## src/design/best_fit_heap_allocator_defines.svh

```systemverilog
// Assertion macros for the best-fit heap allocator.
`ifndef BEST_FIT_HEAP_ALLOCATOR_DEFINES_SVH
`define BEST_FIT_HEAP_ALLOCATOR_DEFINES_SVH

`ifndef SYNTHESIS
`define BFHA_ASSERT_IMP(lbl, ante, cons) \
	lbl: assert property (@(posedge clk) disable iff (!arst_n) (ante) |-> (cons)) \
		else $error("best-fit heap allocator: implication check failed");
`define BFHA_ASSERT_NXT(lbl, ante, cons) \
	lbl: assert property (@(posedge clk) disable iff (!arst_n) (ante) |=> (cons)) \
		else $error("best-fit heap allocator: next-cycle check failed");
`else
`define BFHA_ASSERT_IMP(lbl, ante, cons)
`define BFHA_ASSERT_NXT(lbl, ante, cons)
`endif

`endif

```

## src/design/bfha_pkg.sv

```systemverilog
// Types, constants and command encodings shared by the heap allocator modules.
`timescale 1ns / 1ps
`default_nettype none

package bfha_pkg;

	localparam int HEAP_WORDS = 1024;
	localparam int HEAP_AW    = $clog2(HEAP_WORDS);

	localparam logic [31:0] END_MARK = 32'h0000_0001;
	localparam logic [31:0] PREV_BIT = 32'h0000_0002;

	typedef enum logic [1:0] {
		OP_ALLOC = 2'd0,
		OP_WRITE = 2'd1,
		OP_READ  = 2'd2,
		OP_NOP   = 2'd3
	} op_e;

	typedef enum logic [1:0] {
		ST_OK    = 2'd0,
		ST_ZERO  = 2'd1,
		ST_NOFIT = 2'd2,
		ST_WALK  = 2'd3
	} status_e;

	typedef struct packed {
		op_e         op;
		logic [15:0] request_bytes;
		logic [9:0]  word_index;
		logic [31:0] write_word;
	} req_t;

	typedef struct packed {
		status_e     status;
		logic [11:0] payload_offset;
		logic [31:0] read_data;
	} rsp_t;

	typedef enum logic [2:0] {
		RD_IDX,
		RD_ZERO,
		RD_WIDX,
		RD_WALK,
		RD_EXACT
	} rd_sel_e;

	typedef enum logic [2:0] {
		WR_NONE,
		WR_REQ,
		WR_EXACT,
		WR_PREV,
		WR_BEST,
		WR_REM
	} wr_sel_e;

	typedef enum logic [1:0] {
		POS_NONE,
		POS_IDX,
		POS_BEST
	} pos_sel_e;

	typedef struct packed {
		logic     capture;
		logic     start_walk;
		logic     walk_adv;
		rd_sel_e  rd_sel;
		wr_sel_e  wr_sel;
		logic     set_status;
		status_e  status;
		pos_sel_e pos_sel;
		logic     take_rdata;
		logic     load_rsp;
	} dp_cmd_t;

	typedef struct packed {
		op_e  op;
		logic req_zero;
		logic hdr_end;
		logic hdr_zero;
		logic hdr_exact;
		logic walk_off;
		logic exact_nxt_ok;
		logic best_vld;
		logic split_nxt_ok;
	} dp_sts_t;

endpackage

`default_nettype wire

```

## src/design/bfha_ctrl.sv

```systemverilog
// Controller state machine: sequences decode, heap walk, update and response.
`timescale 1ns / 1ps
`default_nettype none

module bfha_ctrl import bfha_pkg::*; (
	input  wire logic    clk,
	input  wire logic    arst_n,
	input  wire logic    req_valid,
	output logic         req_stall,
	output logic         rsp_valid,
	input  wire logic    rsp_stall,
	input  wire dp_sts_t sts,
	output dp_cmd_t      cmd
);

	typedef enum logic [2:0] {
		S_IDLE,
		S_START,
		S_WALK,
		S_EXRD,
		S_SPLIT,
		S_REM,
		S_RDW,
		S_FIN
	} state_e;

	state_e state_q;
	state_e state_d;
	logic   rsp_valid_q;

	always_comb begin
		cmd            = '0;
		cmd.rd_sel     = RD_IDX;
		cmd.wr_sel     = WR_NONE;
		cmd.status     = ST_OK;
		cmd.pos_sel    = POS_NONE;
		state_d        = state_q;
		unique case (state_q)
			S_IDLE: begin
				if (req_valid) begin
					cmd.capture = 1'b1;
					state_d     = S_START;
				end
			end
			S_START: begin
				unique case (sts.op)
					OP_ALLOC: begin
						if (sts.req_zero) begin
							cmd.set_status = 1'b1;
							cmd.status     = ST_ZERO;
							state_d        = S_FIN;
						end else begin
							cmd.start_walk = 1'b1;
							cmd.rd_sel     = RD_ZERO;
							state_d        = S_WALK;
						end
					end
					OP_WRITE: begin
						cmd.wr_sel = WR_REQ;
						state_d    = S_FIN;
					end
					OP_READ: begin
						cmd.rd_sel = RD_WIDX;
						state_d    = S_RDW;
					end
					default: begin
						state_d = S_FIN;
					end
				endcase
			end
			S_RDW: begin
				cmd.take_rdata = 1'b1;
				state_d        = S_FIN;
			end
			S_WALK: begin
				if (sts.hdr_end) begin
					if (sts.best_vld) begin
						state_d = S_SPLIT;
					end else begin
						cmd.set_status = 1'b1;
						cmd.status     = ST_NOFIT;
						state_d        = S_FIN;
					end
				end else if (sts.hdr_zero) begin
					cmd.set_status = 1'b1;
					cmd.status     = ST_WALK;
					state_d        = S_FIN;
				end else if (sts.hdr_exact) begin
					cmd.wr_sel  = WR_EXACT;
					cmd.pos_sel = POS_IDX;
					if (sts.exact_nxt_ok) begin
						cmd.rd_sel = RD_EXACT;
						state_d    = S_EXRD;
					end else begin
						state_d = S_FIN;
					end
				end else if (sts.walk_off) begin
					cmd.set_status = 1'b1;
					cmd.status     = ST_WALK;
					state_d        = S_FIN;
				end else begin
					cmd.walk_adv = 1'b1;
					cmd.rd_sel   = RD_WALK;
				end
			end
			S_EXRD: begin
				if (!sts.hdr_end) begin
					cmd.wr_sel = WR_PREV;
				end
				state_d = S_FIN;
			end
			S_SPLIT: begin
				cmd.wr_sel  = WR_BEST;
				cmd.pos_sel = POS_BEST;
				state_d     = sts.split_nxt_ok ? S_REM : S_FIN;
			end
			S_REM: begin
				cmd.wr_sel = WR_REM;
				state_d    = S_FIN;
			end
			S_FIN: begin
				if (!rsp_valid_q || !rsp_stall) begin
					cmd.load_rsp = 1'b1;
					state_d      = S_IDLE;
				end
			end
			default: begin
				state_d = S_IDLE;
			end
		endcase
	end

	always_ff @(posedge clk or negedge arst_n) begin
		if (!arst_n) begin
			state_q     <= S_IDLE;
			rsp_valid_q <= 1'b0;
		end else begin
			state_q <= state_d;
			if (cmd.load_rsp) begin
				rsp_valid_q <= 1'b1;
			end else if (!rsp_stall) begin
				rsp_valid_q <= 1'b0;
			end
		end
	end

	assign req_stall = (state_q != S_IDLE);
	assign rsp_valid = rsp_valid_q;

endmodule

`default_nettype wire

```

## config.mk

```make
export PLATFORM = sky130hd
export DESIGN_NAME = bfha_ctrl
export DESIGN_NICKNAME = d
export VERILOG_FILES = /design/src/design/best_fit_heap_allocator_defines.svh /design/src/design/bfha_pkg.sv /design/src/design/bfha_ctrl.sv
export SDC_FILE = /design/constraint.sdc
export NUM_CORES = 1
export LEC_CHECK = 0
export BUFFER_PORTS_ARGS = -buffer_cell sky130_fd_sc_hd__buf_4
export CAP_MARGIN = 5
export CORE_AREA = 10 10 47 49
export CTS_BUF_LIST = sky130_fd_sc_hd__clkbuf_2
export DETAILED_ROUTE_END_ITERATION = 7
export DIE_AREA = 0 0 57 59
export PLACE_DENSITY = 0.79
export SYNTH_ARGS = -nofsm -noshare
export SYNTH_HDL_FRONTEND = slang
export SYNTH_SLANG_ARGS = --single-unit
```

## constraint.sdc

```tcl
create_clock -name clk -period 2.35 [get_ports clk]
set_input_delay 0.47 -clock clk [delete_from_list [all_inputs] [get_ports clk]]
set_output_delay 0.47 -clock clk [all_outputs]
set_load 0.005 [all_outputs]
```

==> results of run 1 <==
==> cell usage after synthesis <==
cell type and number:
a21oi_1 5, a41o_1 1, and2_1 1, and2_2 1
and3_1 1, buf_6 2, clkbuf_1 1, dfrtp_1 4
inv_1 5, nand2_1 10, nand2_2 1, nand2b_1 1
nand3_1 1, nor2_1 4, nor2_2 1, nor2b_1 5
nor2b_4 1, nor3_1 4, nor4_1 1, o211a_1 1
o21ai_0 4, o21bai_1 1, o22ai_1 2, o311a_2 1
o31ai_1 2, or3_2 1, or4_4 1, or4b_1 1
==> power groups by stage <==
stage          clock network [W]  registers, W  logic, W
2_1_floorplan                  0      0.000131  0.000279
3_3_place_gp                   0      0.000184  0.000359
3_5_place_dp                   0      0.000181  0.000364
4_1_cts                0.0000637      0.000181  0.000365
6_report               0.0000593      0.000184  0.000360
5_1_grt                0.0000677      0.000193  0.000403
==> logic make-up after synthesis <==
group	Yosys count
simple gates	35
flops	4
buf+inv	8
compound gates	17
==> metrics by stage <==
step                hold WS (ps)  instances  total power, W  setup WS (ps)
finish                      55.2        111        0.000604            181
global route                40.5        111        0.000664           55.3
CTS                         40.4        111        0.000609            164
detailed placement           265        108        0.000545            400
global placement             266        108        0.000543            380
floorplan                    174         64        0.000410            700
==> final timing paths <==
kind / to / slack (ps) / startpoint / cells after the start
setup / recovery: cmd[10] / 180 / state_q[1] / 5
hold / removal: state_q[2] / 60 / arst_n / 1
setup reg to reg: state_q[2] / 730 / state_q[1] / 4
hold reg to reg: rsp_valid / 560 / rsp_valid / 2
max in group asynchronous: state_q[1] / 2200 / arst_n / 1
min in group clk: rsp_valid / 560 / rsp_stall / 3
==> flip-flops by register name (all words and copies together) (netlist names) <==
name       count
state_q        3
rsp_valid      1
==> repair_timing <==
action / CTS / global route
gates resized for setup: 0 / 1
setup buffers: 0 / 0
endpoints found under the setup margin: 0 / 1
==> layout make-up <==
class | instances | share of cell area
multi-input cells | 52 | 0.448
clock buffers | 3 | 0.0214
well taps | 16 | 0.0286
inverters | 5 | 0.0268
repair buffers | 31 | 0.332
flip-flops and latches | 4 | 0.143
==> layer usage <==
metal | vias to the layer above | wire length [um] | GRT usage
li1 | 288 | - | -
met1 | 245 | 583 | 0.0975
met2 | 16 | 732 | 0.143
met3 | 0 | 89 | 0.0322
met4 | 0 | 0 | 0.0705
met5 | - | 0 | 0
==> results.json, run 1 <==
{
  "status": "finished clean",
  "dpl_cell_area_um2": 679,
  "synth_area_leaders": "dfrtp_1 (22%), nand2_1 (8.3%), nor2b_1 (6.9%)",
  "num_vias": 549,
  "path_max_fanout": 12,
  "ff_latch_area_um2": 100,
  "die-width_um": 57,
  "yosysSeqAreaShare": 0.221,
  "synthesis.nets": 78,
  "path_delay_family": "simple AND/OR/NAND/NOR gates",
  "cts_buffers": 3,
  "cts_max_level": 1,
  "muxShareOfSynthArea": 0,
  "max_slew_margin": 0.701,
  "cp-end-kind": "output pin",
  "gp_congestion": 0.788,
  "row_count": 14,
  "fin_skew_ps": 2.12,
  "grt_pass1_vias": 579,
  "worst_slew_pin_slew_ps": 448,
  "final_common_cell": "buf_4",
  "antenna_found_initial": 0,
  "fin_crit_sh": 0.923,
  "finalWirelength_um": 1410,
  "portBuffers": 31,
  "synth_cell_type_count": 28,
  "clkSlewWorstSetupHoldPaths_ps": 40,
  "synth_fa_ha_area_frac": 0,
  "synthSimpleGateAreaFrac": 0.434,
  "swShare": 0.431,
  "seq_power_share": 0.305,
  "clock_path_buffers": 2,
  "max_freq_mhz": 461,
  "diodes": 0,
  "start_kind": "flop",
  "dp_hpwl_um": 1220,
  "max_stage_delay_ps": 520,
  "drtPass1Iterations": 2,
  "via_per_inst": 4.95,
  "tns_ps": 0,
  "die_area_mm2": 0.00336,
  "io_pins": 32,
  "p_leak_nw": 0.373,
  "drtIter0Drc": 5,
  "power_density_mw_per_mm2": 862,
  "maxCapViolations": 0,
  "hold_buffers": 0,
  "avgSynthCellArea_um2": 7.08,
  "nets": 111,
  "finalSetupViolations": 0,
  "p_int_w": 0.000344,
  "crit_arrival_ps": 1700,
  "ant_nets": 0,
  "synth_top_family_by_area": "simple AND/OR/NAND/NOR gates",
  "area_growth_pct": 54.7,
  "drc": 0,
  "fin_crit_ps": 2170,
  "hold_viol": 0,
  "yosysTopAreaCellShare": 0.221,
  "stdcell_area_um2": 701,
  "combPwrFrac": 0.597,
  "cts_sinks": 4,
  "power_switching_w": 0.000260,
  "n_fill_cell": 155,
  "yosys.area.top_type": "dfrtp_1",
  "synthCells": 64,
  "start_util": 0.323,
  "cts_root_buf": "clkbuf_2",
  "ir_worst_vdd_mv": 0.474,
  "die_y_um": 59,
  "clkPwrFrac": 0.098,
  "hold_path.class": "primary input to asynchronous set/reset pin",
  "drive_gt1_frac": 0.442,
  "cts_tree": "done",
  "cp.required_ps": 1880,
  "ys_ff_latch": 4,
  "cp_slowest_cell": "dfrtp_1",
  "synth_xor_area_frac": 0,
  "rsz0062_at_grt": "false",
  "final_cell_mix": "buf_4 (31), nand2_1 (10), inv_1 (5), nor2b_1 (5), a21oi_1 (5)",
  "syn_area_um2": 453,
  "synth-compound-area-share": 0.246,
  "wl_per_cell_um": 12.7,
  "grt_use_total": 0.0908,
  "multi_input_comb_area_um2": 314,
  "grt_overflow_total": 0,
  "clock_latency_ps": 200,
  "finish.utilization": 0.500,
  "core-area_mm2": 0.00140,
  "drv_slew": 0,
  "crit_chain": "nor2b_4 > nand2_2 > or4_4 > nand2_1 > buf_4",
  "grt_pass1_wl_um": 2520,
  "grt_max_degree": 17,
  "ys_warn_count": 0,
  "path_buf_inv": 1,
  "path_class": "flop to output pin"
}
(Power assumes the default switching activity.)
==> inputs of run 2 (changes only) <==
--- a/config.mk
+++ b/config.mk
@@ -12,6 +12,7 @@
 export DETAILED_ROUTE_END_ITERATION = 7
 export DIE_AREA = 0 0 57 59
 export PLACE_DENSITY = 0.79
+export REMOVE_ABC_BUFFERS = 1
 export SYNTH_ARGS = -nofsm -noshare
 export SYNTH_HDL_FRONTEND = slang
 export SYNTH_SLANG_ARGS = --single-unit
==> results.json, run 2 (synthesized netlist as in run 1, its figures left out) <==
{
  "dp_hpwl_um": 1230,
  "max_slew_margin": 0.774,
  "postCtsSetupRepairBufs": 0,
  "power_density_mw_per_mm2": 875,
  "hold_path.class": "primary input to asynchronous set/reset pin",
  "reg2regPathDepth": 4,
  "fin_crit_sh": 0.916,
  "drtPass1Iterations": 2,
  "cts_max_level": 1,
  "drc": 0,
  "reg2reg_to": "state_q[2]",
  "ff_latch_area_um2": 100,
  "nets": 112,
  "wl_per_cell_um": 12.9,
  "p_leak_nw": 0.378,
  "busiest_layer": "met2",
  "cp_slowest_cell": "dfrtp_1",
  "grtUsageMet2": 0.150,
  "core-area_mm2": 0.00140,
  "start_util": 0.323,
  "fin_crit_ps": 2150,
  "n_fill_cell": 155,
  "via_per_inst": 4.95,
  "die_y_um": 59,
  "drive_gt1_frac": 0.448,
  "status": "finished clean",
  "cts_root_buf": "clkbuf_2",
  "finalSetupViolations": 0,
  "start_kind": "flop",
  "grt_max_degree": 13,
  "hold_viol": 0,
  "r2r_setup_slack_ps": 730,
  "clkSlewWorstSetupHoldPaths_ps": 40,
  "diodes": 0,
  "max_stage_delay_ps": 530,
  "area_growth_pct": 56.4,
  "portBuffers": 31,
  "finalWirelength_um": 1450,
  "grt_use_total": 0.0890,
  "rsz0062_at_grt": "false",
  "io_pins": 32,
  "row_count": 14,
  "multi_input_comb_area_um2": 314,
  "max_freq_mhz": 465,
  "fin_ws_ps": 198,
  "hold_buffers": 0,
  "largest_register": "state_q",
  "cp-end-kind": "output pin",
  "largest_register_ffs": 3,
  "crit_arrival_ps": 1680,
  "fin_skew_ps": 3.43,
  "path_max_fanout": 12,
  "finish.utilization": 0.505,
  "cp.required_ps": 1880,
  "die-width_um": 57,
  "use_met3": 0.0386,
  "die_area_mm2": 0.00336,
  "fin_hold_ws_ps": 53.4,
  "final_cell_mix": "buf_4 (32), nand2_1 (10), inv_1 (5), nor2b_1 (5), a21oi_1 (5)",
  "final_common_cell": "buf_4",
  "tns_ps": 0,
  "path_class": "flop to output pin",
  "cts_sinks": 4,
  "worst_slew_pin_slew_ps": 338,
  "use_met1": 0.0939,
  "drv_slew": 0,
  "ir_worst_vdd_mv": 0.601,
  "antenna_found_initial": 0,
  "maxCapViolations": 0,
  "clock_path_buffers": 2,
  "drtIter0Drc": 9,
  "crit_chain": "nor2b_4 > nand2_2 > or4_4 > nand2_1 > buf_4",
  "grt_overflow_total": 0,
  "clock_latency_ps": 200,
  "dp_slack_ps": 395,
  "grt_pass1_vias": 558,
  "grt_pass1_wl_um": 2480,
  "ant_nets": 0,
  "cts_tree": "done",
  "reg2reg_from": "state_q[1]",
  "gp_congestion": 0.835,
  "cts_buffers": 3,
  "num_vias": 554
}
[run 2: changes by cell type in the layout (fill, tap and decap cells not counted)]
cell	previous run	this run
buf_4	31	32
[run 2: worst max-delay path: cells and delay by family (launching register included)]
family | cells | cell delay, ps
and+or+nand+nor | 4 | 850
DFF | 1 | 530
buffers and inverters | 1 | 100
[run 2: layout make-up]
class	instances	area share
multi-input cells	52	0.443
repair buffers	32	0.339
flip-flops and latches	4	0.141
well taps	16	0.0283
inverters	5	0.0265
clock buffers	3	0.0212
[run 2: worst max path at each step]
stage / startpoint / depth (start not counted) / end
4_1_cts: state_q[0] / 5 / cmd[4]
3_3_place_gp: state_q[0] / 5 / cmd[4]
3_5_place_dp: state_q[0] / 5 / cmd[4]
2_1_floorplan: state_q[2] / 4 / cmd[10]
6_report: state_q[1] / 5 / cmd[11]
5_1_grt: state_q[1] / 5 / cmd[10]
[run 2: per-layer routing]
| layer | wire, um | vias up |
|---|---|---|
| li1 | - | 293 |
| met1 | 609 | 241 |
| met2 | 713 | 20 |
| met3 | 127 | 0 |
| met4 | 0 | 0 |
| met5 | 0 | - |
[run 2: metrics by stage]
| step | instances | area, um^2 | power, W |
|---|---|---|---|
| floorplan | 61 | 427 | 0.000369 |
| global placement | 109 | 687 | 0.000556 |
| detailed placement | 109 | 687 | 0.000557 |
| CTS | 112 | 702 | 0.000625 |
| global route | 112 | 708 | 0.000684 |
| finish | 112 | 708 | 0.000619 |
[run 2: report_power, final]
group	switching, W	internal, W
Clock	0.0000260	0.0000343
Sequential	0.0000694	0.000103
Combinational	0.000171	0.000216
[run 2: repair_timing]
action                     4_1_cts  5_1_grt
setup endpoints to repair        0        2
hold endpoints to repair         0        0
resized for setup                0        1
==> inputs of run 3 (changes only) <==
--- a/config.mk
+++ b/config.mk
@@ -8,10 +8,10 @@
 export BUFFER_PORTS_ARGS = -buffer_cell sky130_fd_sc_hd__buf_4
 export CAP_MARGIN = 5
 export CORE_AREA = 10 10 47 49
-export CTS_BUF_LIST = sky130_fd_sc_hd__clkbuf_2
+export CTS_BUF_LIST = sky130_fd_sc_hd__clkbuf_16
 export DETAILED_ROUTE_END_ITERATION = 7
 export DIE_AREA = 0 0 57 59
-export PLACE_DENSITY = 0.79
+export PLACE_DENSITY = 0.76
 export REMOVE_ABC_BUFFERS = 1
 export SYNTH_ARGS = -nofsm -noshare
 export SYNTH_HDL_FRONTEND = slang
==> results.json, run 3 (synthesized netlist as in run 1, its figures left out) <==
{
  "drive_gt1_frac": 0.442,
  "finish.utilization": 0.543,
  "clock_latency_ps": 220,
  "dp_slack_ps": 330,
  "grt_use_total": 0.0890,
  "fin_skew_ps": 0.344,
  "seq_power_share": 0.232,
  "combPwrFrac": 0.444,
  "crit_arrival_ps": 1700,
  "row_count": 14,
  "drtIter0Drc": 6,
  "largest_register_ffs": 3,
  "start_util": 0.323,
  "max_slew_margin": 0.701,
  "final_common_cell": "buf_4",
  "dpl_cell_area_um2": 679,
  "tns_ps": 0,
  "grt_pass1_wl_um": 2420,
  "io_pins": 32,
  "fin_crit_ps": 2170,
  "p_leak_nw": 0.397,
  "cts_sinks": 4,
  "die_area_mm2": 0.00336,
  "fin_crit_sh": 0.925,
  "cp-end-kind": "output pin",
  "portBuffers": 31,
  "path_max_fanout": 12,
  "grt_max_degree": 17,
  "finalWirelength_um": 1460,
  "ctsResizeCount": 0,
  "num_vias": 562,
  "power_density_mw_per_mm2": 1060,
  "nets": 111,
  "hold_viol": 0,
  "stdcell_area_um2": 761,
  "largest_register": "state_q",
  "area_growth_pct": 68.0,
  "die_y_um": 59,
  "diodes": 0,
  "routed-wl-met3_um": 126,
  "met1Wirelength_um": 614,
  "wl_per_cell_um": 13.1,
  "cp.required_ps": 1880,
  "wl_met2_um": 679,
  "max_freq_mhz": 460,
  "drv_slew": 0,
  "antenna_found_initial": 0,
  "p_int_w": 0.000526,
  "cts_tree": "done",
  "maxCapViolations": 0,
  "ir_worst_vdd_mv": 0.894,
  "hold_buffers": 0,
  "dp_hpwl_um": 1200,
  "highest-signal-layer": "met4",
  "path_class": "flop to output pin",
  "hold_path.class": "primary input to asynchronous set/reset pin",
  "fin_ws_ps": 177,
  "cts_buffers": 3,
  "status": "finished clean",
  "fin_hold_ws_ps": 35.4,
  "cts_root_buf": "clkbuf_16",
  "grt_overflow_total": 0,
  "die-width_um": 57,
  "core-area_mm2": 0.00140,
  "gp_congestion": 0.801,
  "clkSlewWorstSetupHoldPaths_ps": 30,
  "drc": 0,
  "r2r_setup_slack_ps": 740,
  "finalSetupViolations": 0,
  "via_per_inst": 5.06,
  "clock_path_buffers": 2,
  "worst_slew_pin_slew_ps": 449,
  "ant_nets": 0,
  "drtPass1Iterations": 4,
  "rsz0062_at_grt": "false",
  "postCtsSetupRepairBufs": 0,
  "grt_pass1_vias": 540,
  "swShare": 0.350,
  "start_kind": "flop",
  "power_switching_w": 0.000283,
  "clkPwrFrac": 0.324,
  "final_cell_mix": "buf_4 (31), nand2_1 (10), inv_1 (5), nor2b_1 (5), a21oi_1 (5)",
  "cts_max_level": 1
}
run 3: cell types whose count changed in the layout (fill, tap and decap cells not counted):
| cell | delta |
|---|---|
| buf_4 | -1 |
| clkbuf_2 | -3 |
| clkbuf_16 | +3 |
run 3: layout make-up:
type	instances	area [um^2]
repair buffers	31	233
multi-input cells	52	314
inverters	5	18.8
flip-flops and latches	4	100
well taps	16	20.0
clock buffers	3	75.1
fillers	156	641
run 3: critical path, stage by stage (launching register included):
cell     delay [ps]
dfrtp_1         530
nor2b_4         240
nand2_2          80
or4_4           450
nand2_1          80
buf_4           100
run 3: metal layers:
| layer | up-vias | track usage |
|---|---|---|
| li1 | 291 | - |
| met1 | 247 | 0.0951 |
| met2 | 20 | 0.144 |
| met3 | 4 | 0.0322 |
| met4 | 0 | 0.0604 |
| met5 | - | 0 |
run 3: worst paths after layout:
| path | cells past startpoint | from | endpoint |
|---|---|---|---|
| setup / recovery | 5 | state_q[1] | cmd[11] |
| min in group clk | 3 | rsp_stall | rsp_valid |
| max in group asynchronous | 1 | arst_n | rsp_valid |
| hold reg to reg | 2 | rsp_valid | rsp_valid |
| hold / removal | 1 | arst_n | state_q[2] |
| setup reg to reg | 4 | state_q[1] | state_q[2] |
run 3: per-stage QoR:
| step | power, W | instances |
|---|---|---|
| after floorplan | 0.000369 | 61 |
| after global placement | 0.000541 | 108 |
| after detailed placement | 0.000549 | 108 |
| after CTS | 0.000818 | 111 |
| after global routing | 0.000876 | 111 |
| final | 0.000809 | 111 |
run 3: power groups by stage:
| stage | clock (W) | sequential, W | combinational [W] |
|---|---|---|---|
| final | 0.000262 | 0.000188 | 0.000359 |
| after floorplan | 0 | 0.000166 | 0.000203 |
| after CTS | 0.000267 | 0.000185 | 0.000365 |
| after global routing | 0.000270 | 0.000198 | 0.000408 |
| after detailed placement | 0 | 0.000185 | 0.000364 |
| after global placement | 0 | 0.000179 | 0.000362 |
